### src/hdl/gpis_pkg.sv
package gpis_pkg;

  // default number of grid states
  localparam int NUM_STATES_DEF = 16;

  // field widths
  localparam int IDX_W   = 4;
  localparam int VAL_W   = 24;
  localparam int PROB_W  = 9;
  localparam int REW_W   = 16;
  localparam int DISC_W  = 9;
  localparam int EPS_W   = 16;
  localparam int ACT_W   = 2;
  localparam int NUM_ACT = 4;
  localparam int ROW_W   = PROB_W * NUM_ACT;

  // configuration port
  localparam int CFG_IDX_W  = 2;
  localparam int CFG_DATA_W = 16;

  typedef enum logic [CFG_IDX_W-1:0] {
    CFG_STEP_REWARD = 2'd0,
    CFG_DISCOUNT    = 2'd1,
    CFG_EPSILON     = 2'd2
  } cfg_reg_e;

  typedef enum logic {
    FUNC_EVAL    = 1'b0,
    FUNC_IMPROVE = 1'b1
  } func_e;

  // register reset values
  localparam logic [REW_W-1:0]  STEP_REWARD_RST = 16'hFF00;
  localparam logic [DISC_W-1:0] DISCOUNT_RST    = 9'd256;
  localparam logic [EPS_W-1:0]  EPSILON_RST     = 16'd128;

  // probability constants, Q1.8
  localparam logic [PROB_W-1:0] PROB_ONE     = 9'd256;
  localparam logic [PROB_W-1:0] PROB_ZERO    = 9'd0;
  localparam logic [PROB_W-1:0] PROB_QUARTER = 9'd64;

  // saturation limits
  localparam logic [VAL_W-1:0] VAL_POS_MAX = 24'h7FFFFF;
  localparam logic [VAL_W-1:0] VAL_NEG_MIN = 24'h800000;

  // sequencer steps
  localparam int STEP_W = 4;
  localparam logic [STEP_W-1:0] STEP_NBR_LAST  = 4'd3;
  localparam logic [STEP_W-1:0] STEP_OLD_RD    = 4'd4;
  localparam logic [STEP_W-1:0] STEP_MUL1_FRST = 4'd1;
  localparam logic [STEP_W-1:0] STEP_MUL1_LAST = 4'd4;
  localparam logic [STEP_W-1:0] STEP_T_FRST    = 4'd2;
  localparam logic [STEP_W-1:0] STEP_T_LAST    = 4'd5;
  localparam logic [STEP_W-1:0] STEP_MUL2_FRST = 4'd5;
  localparam logic [STEP_W-1:0] STEP_ACC_FRST  = 4'd6;
  localparam logic [STEP_W-1:0] STEP_ACC_LAST  = 4'd9;
  localparam logic [STEP_W-1:0] STEP_IMP_WB    = 4'd5;
  localparam logic [STEP_W-1:0] STEP_EVAL_SAT  = 4'd10;
  localparam logic [STEP_W-1:0] STEP_EVAL_WB   = 4'd11;

  typedef enum logic [2:0] {
    ST_CLEAR = 3'b001,
    ST_IDLE  = 3'b010,
    ST_RUN   = 3'b100
  } state_e;

endpackage

### src/hdl/gpis_ram.sv
module gpis_ram #(
  parameter int WIDTH = 8,
  parameter int DEPTH = 16
) (
  input  logic                     clk_i,
  input  logic                     we_i,
  input  logic [$clog2(DEPTH)-1:0] waddr_i,
  input  logic [WIDTH-1:0]         wdata_i,
  input  logic [$clog2(DEPTH)-1:0] raddr_i,
  output logic [WIDTH-1:0]         rdata_o
);

  logic [WIDTH-1:0] mem_q [DEPTH];
  logic [WIDTH-1:0] rdata_q;

  // one write port, one registered read port
  always_ff @(posedge clk_i) begin
    if (we_i) begin
      mem_q[waddr_i] <= wdata_i;
    end
    rdata_q <= mem_q[raddr_i];
  end

  assign rdata_o = rdata_q;

endmodule

### src/hdl/gridworld_policy_iteration_step.sv
// evaluate and improve take one item at a time: busy holds off a new item until the result
// of the last one is strobed; evaluate runs on one shared 10x27 multiplier doing eight dependent
// products in turn, and both functions use the single read port of the value memory (four
// neighbors plus the old value)
// a new item is taken in the same cycle its predecessor's result is strobed out
// reset: control clears at once, then a clearing pass over all NUM_STATES entries with busy high
module gridworld_policy_iteration_step #(
  parameter int NUM_STATES = gpis_pkg::NUM_STATES_DEF
) (
  input  logic                           clk_i,
  input  logic                           rst_ni,
  input  logic                           start,
  output logic                           busy,
  input  logic                           func_i,
  input  logic [gpis_pkg::IDX_W-1:0]     state_index_i,
  input  logic [gpis_pkg::IDX_W-1:0]     up_index_i,
  input  logic [gpis_pkg::IDX_W-1:0]     down_index_i,
  input  logic [gpis_pkg::IDX_W-1:0]     left_index_i,
  input  logic [gpis_pkg::IDX_W-1:0]     right_index_i,
  input  logic                           cfg_we_i,
  input  logic [gpis_pkg::CFG_IDX_W-1:0] cfg_index_i,
  input  logic [gpis_pkg::CFG_DATA_W-1:0] cfg_wdata_i,
  output logic                           done_o,
  output logic [gpis_pkg::VAL_W-1:0]     state_value_o,
  output logic [gpis_pkg::ACT_W-1:0]     policy_action_o,
  output logic                           changed_o
);

  import gpis_pkg::*;

  localparam int AW    = $clog2(NUM_STATES);
  localparam int MA_W  = DISC_W + 1;
  localparam int T_W   = 27;
  localparam int PR_W  = MA_W + T_W;
  localparam int ACC_W = PR_W + 2;

  // configuration registers
  logic [REW_W-1:0]  reward_q;
  logic [DISC_W-1:0] disc_q;
  logic [EPS_W-1:0]  eps_q;

  always_ff @(posedge clk_i or negedge rst_ni) begin
    if (!rst_ni) begin
      reward_q <= STEP_REWARD_RST;
      disc_q   <= DISCOUNT_RST;
      eps_q    <= EPSILON_RST;
    end else if (cfg_we_i) begin
      case (cfg_reg_e'(cfg_index_i))
        CFG_STEP_REWARD: reward_q <= cfg_wdata_i[REW_W-1:0];
        CFG_DISCOUNT:    disc_q   <= cfg_wdata_i[DISC_W-1:0];
        CFG_EPSILON:     eps_q    <= cfg_wdata_i[EPS_W-1:0];
        default: ;
      endcase
    end
  end

  // sequencer state
  state_e            state_q, state_d;
  logic [STEP_W-1:0] step_q, step_d;
  logic [AW-1:0]     clr_q, clr_d;
  logic              done_q, done_d;
  logic              accept;
  logic              run;
  logic              finish;

  // latched item
  logic              func_q;
  logic [IDX_W-1:0]  sidx_q;
  logic [IDX_W-1:0]  nbr_q [NUM_ACT];
  logic              state_ok_q;

  assign busy   = (state_q != ST_IDLE);
  assign accept = start && !busy;
  assign run    = (state_q == ST_RUN);
  assign finish = run && (((func_e'(func_q) == FUNC_EVAL) && (step_q == STEP_EVAL_WB)) ||
                          ((func_e'(func_q) == FUNC_IMPROVE) && (step_q == STEP_IMP_WB)));

  always_comb begin
    state_d = state_q;
    step_d  = step_q;
    clr_d   = clr_q;
    done_d  = 1'b0;
    case (state_q)
      ST_CLEAR: begin
        clr_d = clr_q + 1'b1;
        if (clr_q == AW'(NUM_STATES - 1)) begin
          state_d = ST_IDLE;
        end
      end
      ST_IDLE: begin
        if (start) begin
          state_d = ST_RUN;
          step_d  = '0;
        end
      end
      ST_RUN: begin
        step_d = step_q + 1'b1;
        if (finish) begin
          state_d = ST_IDLE;
          done_d  = 1'b1;
        end
      end
      default: state_d = ST_IDLE;
    endcase
  end

  always_ff @(posedge clk_i or negedge rst_ni) begin
    if (!rst_ni) begin
      state_q <= ST_CLEAR;
      step_q  <= '0;
      clr_q   <= '0;
      done_q  <= 1'b0;
    end else begin
      state_q <= state_d;
      step_q  <= step_d;
      clr_q   <= clr_d;
      done_q  <= done_d;
    end
  end

  // capture the item at acceptance
  always_ff @(posedge clk_i) begin
    if (accept) begin
      func_q     <= func_i;
      sidx_q     <= state_index_i;
      nbr_q[0]   <= up_index_i;
      nbr_q[1]   <= down_index_i;
      nbr_q[2]   <= left_index_i;
      nbr_q[3]   <= right_index_i;
      state_ok_q <= (int'(state_index_i) < NUM_STATES);
    end
  end

  // value memory read address: neighbors first, then the state itself
  logic [IDX_W-1:0] rd_idx;
  logic             nbr_ok_d, nbr_ok_q;
  logic [AW-1:0]    val_raddr;

  always_comb begin
    rd_idx   = sidx_q;
    nbr_ok_d = 1'b0;
    if (step_q <= STEP_NBR_LAST) begin
      rd_idx   = nbr_q[step_q[1:0]];
      nbr_ok_d = (int'(rd_idx) < NUM_STATES);
    end
  end

  assign val_raddr = AW'(rd_idx);

  always_ff @(posedge clk_i) begin
    nbr_ok_q <= nbr_ok_d;
  end

  // memories
  logic              val_we, pol_we;
  logic [AW-1:0]     mem_waddr;
  logic [VAL_W-1:0]  val_wdata, val_rdata;
  logic [ROW_W-1:0]  pol_wdata, pol_rdata;
  logic [VAL_W-1:0]  res_q;
  logic [ACT_W-1:0]  best_q;

  assign mem_waddr = (state_q == ST_CLEAR) ? clr_q : AW'(sidx_q);
  assign val_we    = (state_q == ST_CLEAR) ||
                     (run && step_q == STEP_EVAL_WB && func_e'(func_q) == FUNC_EVAL &&
                      state_ok_q);
  assign pol_we    = (state_q == ST_CLEAR) ||
                     (run && step_q == STEP_IMP_WB && func_e'(func_q) == FUNC_IMPROVE &&
                      state_ok_q);
  assign val_wdata = (state_q == ST_CLEAR) ? '0 : res_q;

  // one-hot policy row for improve, uniform row while clearing
  always_comb begin
    for (int a = 0; a < NUM_ACT; a++) begin
      if (state_q == ST_CLEAR) begin
        pol_wdata[a*PROB_W +: PROB_W] = PROB_QUARTER;
      end else begin
        pol_wdata[a*PROB_W +: PROB_W] = (best_q == ACT_W'(a)) ? PROB_ONE : PROB_ZERO;
      end
    end
  end

  gpis_ram #(
    .WIDTH (VAL_W),
    .DEPTH (NUM_STATES)
  ) u_val_ram (
    .clk_i   (clk_i),
    .we_i    (val_we),
    .waddr_i (mem_waddr),
    .wdata_i (val_wdata),
    .raddr_i (val_raddr),
    .rdata_o (val_rdata)
  );

  gpis_ram #(
    .WIDTH (ROW_W),
    .DEPTH (NUM_STATES)
  ) u_pol_ram (
    .clk_i   (clk_i),
    .we_i    (pol_we),
    .waddr_i (mem_waddr),
    .wdata_i (pol_wdata),
    .raddr_i (AW'(sidx_q)),
    .rdata_o (pol_rdata)
  );

  // neighbor value, zero when the neighbor is off the grid
  logic signed [VAL_W-1:0] v_eff;
  assign v_eff = nbr_ok_q ? $signed(val_rdata) : '0;

  // probability select: action under compare or under second product
  logic               mul1_win;
  logic [STEP_W-1:0]  pidx_full;
  logic [ACT_W-1:0]   pidx;
  logic [PROB_W-1:0]  p_sel;

  assign mul1_win  = (step_q >= STEP_MUL1_FRST) && (step_q <= STEP_MUL1_LAST);
  assign pidx_full = mul1_win ? (step_q - STEP_MUL1_FRST) : (step_q - STEP_MUL2_FRST);
  assign pidx      = pidx_full[ACT_W-1:0];
  assign p_sel     = pol_rdata[pidx*PROB_W +: PROB_W];

  // shared multiplier: discount * value, then probability * term
  logic signed [MA_W-1:0] mul_a;
  logic signed [T_W-1:0]  mul_b;
  logic signed [PR_W-1:0] prod_d, prod_q;
  logic signed [T_W-1:0]  t_q [NUM_ACT];
  logic [STEP_W-1:0]      tw_full;
  logic [STEP_W-1:0]      tr_full;

  assign tw_full = step_q - STEP_T_FRST;
  assign tr_full = step_q - STEP_MUL2_FRST;

  always_comb begin
    if (mul1_win) begin
      mul_a = $signed({1'b0, disc_q});
      mul_b = T_W'(v_eff);
    end else begin
      mul_a = $signed({1'b0, p_sel});
      mul_b = t_q[tr_full[ACT_W-1:0]];
    end
  end

  assign prod_d = mul_a * mul_b;

  always_ff @(posedge clk_i) begin
    prod_q <= prod_d;
  end

  // per-action term: reward plus scaled discounted value
  always_ff @(posedge clk_i) begin
    if (run && step_q >= STEP_T_FRST && step_q <= STEP_T_LAST) begin
      t_q[tw_full[ACT_W-1:0]] <= T_W'(prod_q >>> 8) + T_W'($signed(reward_q));
    end
  end

  // accumulate weighted terms
  logic signed [ACC_W-1:0] acc_q;

  always_ff @(posedge clk_i) begin
    if (run && step_q == STEP_ACC_FRST) begin
      acc_q <= ACC_W'(prod_q);
    end else if (run && step_q > STEP_ACC_FRST && step_q <= STEP_ACC_LAST) begin
      acc_q <= acc_q + ACC_W'(prod_q);
    end
  end

  // scale down and saturate to the value format
  logic signed [ACC_W-1:0] acc_sh;
  logic                    acc_fits;
  logic [VAL_W-1:0]        sat_val;

  assign acc_sh   = acc_q >>> 8;
  assign acc_fits = (&acc_sh[ACC_W-1:VAL_W-1]) || !(|acc_sh[ACC_W-1:VAL_W-1]);
  assign sat_val  = acc_fits ? acc_sh[VAL_W-1:0] :
                    (acc_sh[ACC_W-1] ? VAL_NEG_MIN : VAL_POS_MAX);

  logic [VAL_W-1:0] old_q;

  always_ff @(posedge clk_i) begin
    if (run && step_q == STEP_EVAL_SAT) begin
      res_q <= sat_val;
    end
    if (run && step_q == STEP_OLD_RD + 1'b1) begin
      old_q <= val_rdata;
    end
  end

  // change test against epsilon
  logic signed [VAL_W:0] diff;
  logic [VAL_W:0]        diff_abs;
  logic                  val_moved;

  assign diff      = $signed({res_q[VAL_W-1], res_q}) - $signed({old_q[VAL_W-1], old_q});
  assign diff_abs  = diff[VAL_W] ? (VAL_W + 1)'(0) - diff : diff;
  assign val_moved = diff_abs > (VAL_W + 1)'(eps_q);

  // running first-maximum search over neighbor values and policy entries
  logic signed [VAL_W-1:0] bv_q;
  logic [PROB_W-1:0]       bp_q;
  logic [ACT_W-1:0]        prev_q;

  always_ff @(posedge clk_i) begin
    if (run && step_q == STEP_MUL1_FRST) begin
      bv_q   <= v_eff;
      best_q <= '0;
      bp_q   <= p_sel;
      prev_q <= '0;
    end else if (run && mul1_win) begin
      if (v_eff > bv_q) begin
        bv_q   <= v_eff;
        best_q <= pidx;
      end
      if (p_sel > bp_q) begin
        bp_q   <= p_sel;
        prev_q <= pidx;
      end
    end
  end

  // result registers
  logic [VAL_W-1:0] out_val_q;
  logic [ACT_W-1:0] out_act_q;
  logic             out_chg_q;

  always_ff @(posedge clk_i) begin
    if (finish) begin
      if (func_e'(func_q) == FUNC_EVAL) begin
        out_val_q <= state_ok_q ? res_q : '0;
        out_act_q <= '0;
        out_chg_q <= state_ok_q && val_moved;
      end else begin
        out_val_q <= state_ok_q ? val_rdata : '0;
        out_act_q <= state_ok_q ? best_q : '0;
        out_chg_q <= state_ok_q && (prev_q != best_q);
      end
    end
  end

  assign done_o          = done_q;
  assign state_value_o   = out_val_q;
  assign policy_action_o = out_act_q;
  assign changed_o       = out_chg_q;

  // result strobe lasts one cycle and follows a finished run
  assert property (@(posedge clk_i) disable iff (!rst_ni)
    done_o |-> $past(state_q == ST_RUN) && !$past(done_o))
    else $error("result strobe without a finished run");

  // an accepted item starts the sequencer at its first step
  assert property (@(posedge clk_i) disable iff (!rst_ni)
    accept |=> (state_q == ST_RUN) && (step_q == '0))
    else $error("accepted item did not start the sequencer");

  // a state off the grid gives an all-zero result
  assert property (@(posedge clk_i) disable iff (!rst_ni)
    done_o && !state_ok_q |-> (state_value_o == '0) && (policy_action_o == '0) && !changed_o)
    else $error("off-grid state gave a nonzero result");

  // evaluate never reports an action
  assert property (@(posedge clk_i) disable iff (!rst_ni)
    done_o && (func_e'(func_q) == FUNC_EVAL) |-> (policy_action_o == '0))
    else $error("evaluate result carries an action");

endmodule

### config.mk
export PLATFORM = sky130hd
export DESIGN_NAME = gridworld_policy_iteration_step
export DESIGN_NICKNAME = d
export VERILOG_FILES = /design/src/hdl/gpis_pkg.sv /design/src/hdl/gpis_ram.sv /design/src/hdl/gridworld_policy_iteration_step.sv
export SDC_FILE = /design/constraint.sdc
export NUM_CORES = 2
export LEC_CHECK = 0
export BUFFER_PORTS_ARGS = -buffer_cell sky130_fd_sc_hd__clkbuf_2
export CORE_ASPECT_RATIO = 1.4
export CORE_UTILIZATION = 69
export DETAILED_ROUTE_END_ITERATION = 7
export GPL_TIMING_DRIVEN = 0
export PLACE_DENSITY_LB_ADDON = 0.08
export SYNTH_ARGS = -nofsm -noshare
export SYNTH_HDL_FRONTEND = slang
export SYNTH_SLANG_ARGS = --single-unit
export TNS_END_PERCENT = 20
### constraint.sdc
create_clock -name clk_i -period 13.3 [get_ports clk_i]
set_input_delay 3.99 -clock clk_i [delete_from_list [all_inputs] [get_ports clk_i]]
set_output_delay 3.99 -clock clk_i [all_outputs]
set_load 0.005 [all_outputs]
== After elaboration in Yosys (flattened, before gate mapping) ==
Memories as Yosys holds them, arrays and structs flattened. A register that Yosys moved wholly into a read port is not among the register bits.
Index checks and enable logic that the tools add are counted.

* $add $sub $neg: 9
* Multipliers: 2
* Order comparisons: 10
* Eq/ne operators: 19
* Shifts and indexed selects: 1
* Mux-type cells: 45
* Bitwise gates (word level): 1
* Reduce and logical (&&, ||, !) cells: 41

{| class="wikitable"
|+ Operators with widths
! operator !! number
|-
| 2-to-1 mux 24 bit || 8
|-
| 2-to-1 mux 9 bit || 12
|-
| 2-to-1 mux 39 bit || 2
|-
| adder 39 x 37 -> 39 bit || 1
|-
| multiplier 10 x 27 -> 37 bit || 1
|-
| indexed part select 36 x 7 -> 9 bit || 1
|-
| adder 27 x 16 -> 27 bit || 1
|-
| 2-to-1 mux 27 bit || 1
|-
| greater-than comparator 25 x 16 -> 1 bit || 1
|-
| 2-to-1 mux 25 bit || 1
|-
| subtractor 1 x 25 -> 25 bit (first input constant) || 1
|-
| subtractor 24 x 24 -> 25 bit || 1
|-
| greater-than comparator 24 bit || 1
|-
| logical AND 1 bit || 17
|-
| AND reduction 2 bit || 8
|-
| == test 4 bit (second input constant) || 3
|-
| 2-to-1 mux 1 bit || 12
|-
| 2-to-1 mux 4 bit || 3
|-
| nonzero test 2 bit || 5
|-
| greater-than comparator 9 bit || 1
|-
| 2-to-1 mux 3 bit || 3
|-
| case mux 3 bit (3 select lines) || 1
|-
| adder 4 x 1 -> 4 bit (second input constant) || 2
|-
| == test 4 x 3 -> 1 bit (second input constant) || 2
|-
| other kinds (28) || 39
|}

* Bits in registers: 247
* Memory bits (writable): 1084
* Input bits: 43
* Memories: 4

{| class="wikitable"
|+ Memory list
! name !! depth !! width !! read ports !! clocked after Yosys merged registers in !! wr ports !! RTL line !! text
|-
| u_pol_ram.mem_q || 16 || 36 || 1 || 1 || 1 || gpis_ram.sv:13 || <nowiki>logic [WIDTH-1:0] mem_q [DEPTH];</nowiki>
|-
| u_val_ram.mem_q || 16 || 24 || 1 || 1 || 1 || gpis_ram.sv:13 ||
|-
| t_q || 4 || 27 || 1 || 0 || 1 || gridworld_policy_iteration_step.sv:225 || <nowiki>logic signed [T_W-1:0] t_q [NUM_ACT];</nowiki>
|-
| nbr_q || 4 || 4 || 1 || 0 || 4 || gridworld_policy_iteration_step.sv:69 || <nowiki>logic [IDX_W-1:0] nbr_q [NUM_ACT];</nowiki>
|}

== Logic depth before layout (Yosys ltp) ==
* Depth in word-level cells: 9
* Depth in mapped cells: 34
* Depth with buffers taken out: 29

== Hierarchy ==
Synthesis repeated with hierarchy kept, for this count alone.

* Cells, all modules: 4385
* Area, all modules: 66331.1 um2

{| class="wikitable"
|+ By module, submodules not included
! module !! times used !! cells an instance !! area an instance (um2) !! seq. area each (um2)
|-
| gridworld_policy_iteration_step || 1 || 2811 || 29081.6 || 10468.8
|-
| gpis_ram (u_pol_ram) || 1 || 938 || 22318.9 || 18017.3
|-
| gpis_ram (u_val_ram) || 1 || 636 || 14930.6 || 12011.5
|}

== Worst setup path after synthesis ==
No wires, ideal clock.

* Path kind: reg2reg
* From: register step_q[0]
* To: register prod_q[36]
* Library setup time: 0.072 ns
* Arrival: 8.165 ns
* Slack: 5.063 ns
* Stages on the path, launching flop included: 33
* Cells stage by stage: dfrtp_1 > buf_1 > clkbuf_1 > clkbuf_1 > inv_1 > ha_1 > nor3b_1 > nor3_1 > and2_0 > clkbuf_1 > clkbuf_1 > nand2_1 > fa_1 > inv_1 > fa_1 > fa_1 > fa_1 > inv_1 > fa_1 > inv_1 > ha_1 > a21o_1 > a21o_1 > a21oi_1 > o22a_1 > o21a_1 > a31oi_1 > a211oi_1 > o21ai_0 > nand3_1 > a21boi_0 > o41ai_1 > xnor2_1

* Longest elaborated chain between the ends: 7
* Elaborated cells on any way between the ends: 12
* Classes of those cells: 2 x add/sub; 2 x mul; 2 x order compare; 1 x shift; 3 x mux; 1 x reduce/logical; 1 x memory

{| class="wikitable"
|+ Ends and longest elaborated chain
! what !! RTL line !! text
|-
| start: declaration || gridworld_policy_iteration_step.sv:59 || <nowiki>logic [STEP_W-1:0] step_q, step_d;</nowiki>
|-
| start signal: assignment || gridworld_policy_iteration_step.sv:115 || <nowiki>step_q <= step_d;</nowiki>
|-
| greater-or-equal comparator 4 x 1 -> 1 bit or <= comparator 4 x 3 -> 1 bit (tied branches) || gridworld_policy_iteration_step.sv:216 || <nowiki>assign mul1_win = (step_q >= STEP_MUL1_FRST) && (step_q <= STEP_MUL1_LAST);</nowiki>
|-
| logical AND 1 bit || gridworld_policy_iteration_step.sv:216 ||
|-
| 2-to-1 mux 2 bit (*) || gridworld_policy_iteration_step.sv:217 || <nowiki>assign pidx_full = mul1_win ? (step_q - STEP_MUL1_FRST) : (step_q - STEP_MUL2_FRST);</nowiki>
|-
| via pidx_full[0] || gridworld_policy_iteration_step.sv:212 || <nowiki>logic [STEP_W-1:0] pidx_full;</nowiki>
|-
| multiplier 2 x 4 -> 6 bit (*) || gridworld_policy_iteration_step.sv:219 || <nowiki>assign p_sel = pol_rdata[pidx*PROB_W +: PROB_W];</nowiki>
|-
| indexed part select 36 x 7 -> 9 bit (*) || gridworld_policy_iteration_step.sv:219 ||
|-
| 2-to-1 mux 9 bit (*) || gridworld_policy_iteration_step.sv:233 || <nowiki>if (mul1_win) begin</nowiki>
|-
| multiplier 10 x 27 -> 37 bit (*) || gridworld_policy_iteration_step.sv:242 || <nowiki>assign prod_d = mul_a * mul_b;</nowiki>
|-
| via prod_d[36] || gridworld_policy_iteration_step.sv:224 || <nowiki>logic signed [PR_W-1:0] prod_d, prod_q;</nowiki>
|-
| end signal: assignment || gridworld_policy_iteration_step.sv:245 || <nowiki>prod_q <= prod_d;</nowiki>
|-
| end: declaration || gridworld_policy_iteration_step.sv:224 ||
|}

The timed path passes the listed nets; every way through them passes the cells marked *.
A chain may end at the register's enable or synchronous reset.

== Final worst setup path ==
* From: register step_q[0]
* To: register prod_q[33]

The elaborated chain is that of the path after synthesis.

==> results.sh <==
export IMPL_result_of_the_run="finished, final reports clean"
export IMPL_globalRouteMet1Util=0.414
export IMPL_synth_ff_latch_count=857
export IMPL_hold_buffers=0
export IMPL_worst_reg2reg_path_startpoint="step_q[0]$_DFFE_PN0P_"
export IMPL_synth_enable_flop_cells=733
export IMPL_hp_class="flop to flop"
export IMPL_min_from="eps_q[9]$_DFFE_PN0P_"
export IMPL_crit_arrival_ps=12530
export IMPL_antenna_found_initial=2
export IMPL_finalHoldViolations=0
export IMPL_share_of_cell_area_taken_by_muxes_after_synthesis=0.0789
export IMPL_synthesized_area_fraction_occupied_by_ao_oa_aoi_and_oai_cells=0.0886
export IMPL_antenna_cells_inserted=0
export IMPL_ys_types=85
export IMPL_overflow=0
export IMPL_rows=112
export IMPL_number_of_cells_traversed_by_the_worst_register_to_register_path=33
export IMPL_maxCapViolCount=0
export IMPL_detailed_place_hpwl_um=96900
export IMPL_r2r_end="prod_q[33]$_DFF_P_"
export IMPL_fin_tns_setup_ps=0
export IMPL_fraction_of_the_mapped_netlist_area_in_adder_cells=0.145
export IMPL_port_buffers=71
export IMPL_floorplan_core_area_mm2=0.0667
export IMPL_max_freq_ghz=0.0835
export IMPL_slowest_stage="sky130_fd_sc_hd__mux2i_1"
export IMPL_clk_pin_slew_ps=70
export IMPL_unrepaired_setup_endpoints_after_global_routing="no"
export IMPL_detail_route_wl_per_cell_um=27.3
export IMPL_finalClockSkew_ps=31.9
export IMPL_clockRootBuffer="sky130_fd_sc_hd__clkbuf_16"
export IMPL_worstSetupEndpointType="flop"
export IMPL_crit_path_max_incr_delay_ps=1120
export IMPL_worst_ep_required_time_ps=13850
export IMPL_synth_cell_area_mm2=0.0466
export IMPL_groute_layer_met3_usage=0.0508
export IMPL_grt_pass1_wl_um=195000
export IMPL_largest_family_of_logic_cells_by_synthesized_area="adder cells"
export IMPL_first_iter_violations=3339
export IMPL_dieHeight_um=309
export IMPL_final_antenna_net_count=0
export IMPL_floorplan_io_pins=72
export IMPL_fillers=3992
export IMPL_final_min_period_over_clock_period=0.901
export IMPL_final_cell_count_no_fill=4801
export IMPL_finalSetupViolCount=0
export IMPL_synthesis_area_per_instance_um2=12.5
export IMPL_grt_max_degree=54
export IMPL_ff2ff_setup_slack_ps=1320
export IMPL_final_max_slew_viols=0
export IMPL_cts_repair_resize_count=0
export IMPL_effective_utilization_at_floorplan=0.698
export IMPL_dp_cells=4660
export IMPL_cts_max_path_buffers=3
export IMPL_tritoncts_num_sinks=857
export IMPL_cts_buffers=77
export IMPL_holdPathStages=1
export IMPL_drt_vias_per_instance=6.55
export IMPL_via_count_of_the_first_global_routing_pass=33336
export IMPL_tightestPinTransition_ps=1430
export IMPL_hold_end="eps_q[9]$_DFFE_PN0P_"
export IMPL_cp_common_cell="sky130_fd_sc_hd__inv_1"
export IMPL_htree_num_levels=3
export IMPL_cts_tree="yes"
export IMPL_clk_insertion_delay_late_ps=650
export IMPL_ys_warnings_count=0
export IMPL_remaining_drc_errors=0
export IMPL_max_slew_margin=0.0489
export IMPL_syn_nets=4178
export IMPL_post_cts_setup_buffer_count=0
export IMPL_num_vias=31461
export IMPL_ys_seq_area_frac=0.532
export IMPL_gpl_final_weighted_congestion=0.980
export IMPL_ffs_w_async_s_r_synth=0.0618
export IMPL_worstSetupPathType="flop to flop"
export IMPL_post_layout_min_period_ps=11980
export IMPL_layout_drive_gt1_share=0.106
export IMPL_top_usage_layer="met2"
export IMPL_synth_simple_gate_area_share=0.0899
export IMPL_worst_path_max_fanout=10
export IMPL_wirelength_um=131000
export IMPL_nNetsFinal=4345
export IMPL_post_synth_inst_count=3717
export IMPL_die_area_mm2=0.0685
export IMPL_startpoint_type="flop"
export IMPL_grt_util_all_layers=0.389
export IMPL_die_width_um=222
export IMPL_dominantRegCellSynth="sky130_fd_sc_hd__edfxtp_1"
export IMPL_drt_pass1_iter_count=6
export IMPL_layout_area_overhead_vs_synth_pct=9.51
export IMPL_yosys_area_share_xor_xnor=0.0244
export IMPL_globalRouteMet2Util=0.708
-- cells in the mapped netlist (all sizes together) (90+ instances only) --
master	number	area share
edfxtp	733	0.47
nand2	369	0.030
inv	366	0.030
nor2	275	0.022
ha	216	0.058
fa	202	0.087
a21oi	160	0.017
clkbuf	113	0.0091
mux2i	108	0.023
o21ai	101	0.011
and2	95	0.013
a211oi	90	0.015
-- worst max-delay path: cells and delay by family (launching register included) --
family	cells	cell delay [ps]
buffers and inverters	10	4100
adders and majority gates	7	2860
AOI/OAI and AO/OA	8	2390
muxes	1	1120
and+or+nand+nor	6	790
DFF	1	430
xor gates and xnor gates	1	150
-- kinds of logic after synthesis --
family	after synthesis
AOI/OAI and AO/OA	622
xor gates and xnor gates	129
adders and majority gates	418
buffers and inverters	507
DFF	857
muxes	257
and+or+nand+nor	927
-- how the worst max path moves through the flow --
| stage | startpoint | to | cells past startpoint |
|---|---|---|---|
| after floorplan | step_q[0]$_DFFE_PN0P_ | prod_q[36]$_DFF_P_ | 32 |
| after global placement | step_q[0]$_DFFE_PN0P_ | prod_q[35]$_DFF_P_ | 29 |
| after detailed placement | step_q[0]$_DFFE_PN0P_ | prod_q[36]$_DFF_P_ | 32 |
| after CTS | step_q[0]$_DFFE_PN0P_ | prod_q[33]$_DFF_P_ | 33 |
| after global routing | step_q[0]$_DFFE_PN0P_ | prod_q[36]$_DFF_P_ | 32 |
| final | step_q[0]$_DFFE_PN0P_ | prod_q[33]$_DFF_P_ | 33 |
-- layout by cell type (no fill, tap or decap), types with 71 or more instances in the layout --
| cell type | Yosys | final |
|---|---|---|
| sky130_fd_sc_hd__mux2i_1 | 108 | 107 |
| sky130_fd_sc_hd__a21o_1 | 77 | 77 |
| sky130_fd_sc_hd__and2_1 | 83 | 79 |
| sky130_fd_sc_hd__a21oi_1 | 159 | 158 |
| sky130_fd_sc_hd__mux4_2 | 81 | 81 |
| sky130_fd_sc_hd__ha_1 | 216 | 216 |
| sky130_fd_sc_hd__a211oi_1 | 89 | 89 |
| sky130_fd_sc_hd__nand2_1 | 368 | 368 |
| sky130_fd_sc_hd__edfxtp_1 | 733 | 733 |
| sky130_fd_sc_hd__inv_1 | 366 | 366 |
| sky130_fd_sc_hd__fa_1 | 202 | 202 |
| sky130_fd_sc_hd__xnor2_1 | 87 | 87 |
| sky130_fd_sc_hd__o21ai_0 | 96 | 96 |
| sky130_fd_sc_hd__clkbuf_1 | 113 | 136 |
| sky130_fd_sc_hd__dfxtp_1 | 71 | 71 |
| sky130_fd_sc_hd__nor2_1 | 275 | 258 |
| sky130_fd_sc_hd__clkbuf_16 | 0 | 81 |
-- layer usage --
| layer | part of all wire | routed length (µm) |
|---|---|---|
| met5 | 0.00014 | 18 |
| met3 | 0.066 | 8710 |
| met4 | 0.081 | 10600 |
| met2 | 0.53 | 69100 |
| met1 | 0.33 | 42900 |
-- layout make-up --
class	count	area, µm²	share of cell area
multi-input cells	2353	20000	0.392
clock buffers	109	2180	0.0428
flip-flops and latches	857	24800	0.486
inverters	366	1370	0.0269
well taps	855	1070	0.0210
plain buffers	141	544	0.0107
repair buffers	88	678	0.0133
clock inverters	32	353	0.00692
-- state kept, by name (all words and copies together), names as in the netlist, 24 cells and up --
| name | cells |
|---|---|
| prod_q | 37 |
| acc_q | 39 |
| old_q | 24 |
| state_value_o | 24 |
| res_q | 24 |
| bv_q | 24 |
| t_q | 108 |
| u_val_ram.mem_q | 384 |
| u_val_ram.rdata_o | 24 |
| u_pol_ram.mem_q | 80 |
-- stage by stage --
step | hold WS (ps) | setup slack (ps) | utilization | cell area [µm²]
after floorplan | 417 | 5060 | - | 46600
after global placement | 491 | 1150 | 0.719 | 48000
after detailed placement | 498 | 1550 | 0.726 | 48400
after CTS | 515 | 1460 | 0.764 | 51000
after global routing | 533 | 1020 | 0.764 | 51000
final | 514 | 1320 | 0.764 | 51000
Power is not shown: default switching activity piles up to over one toggle a cycle in this logic, so the estimate is an artifact.
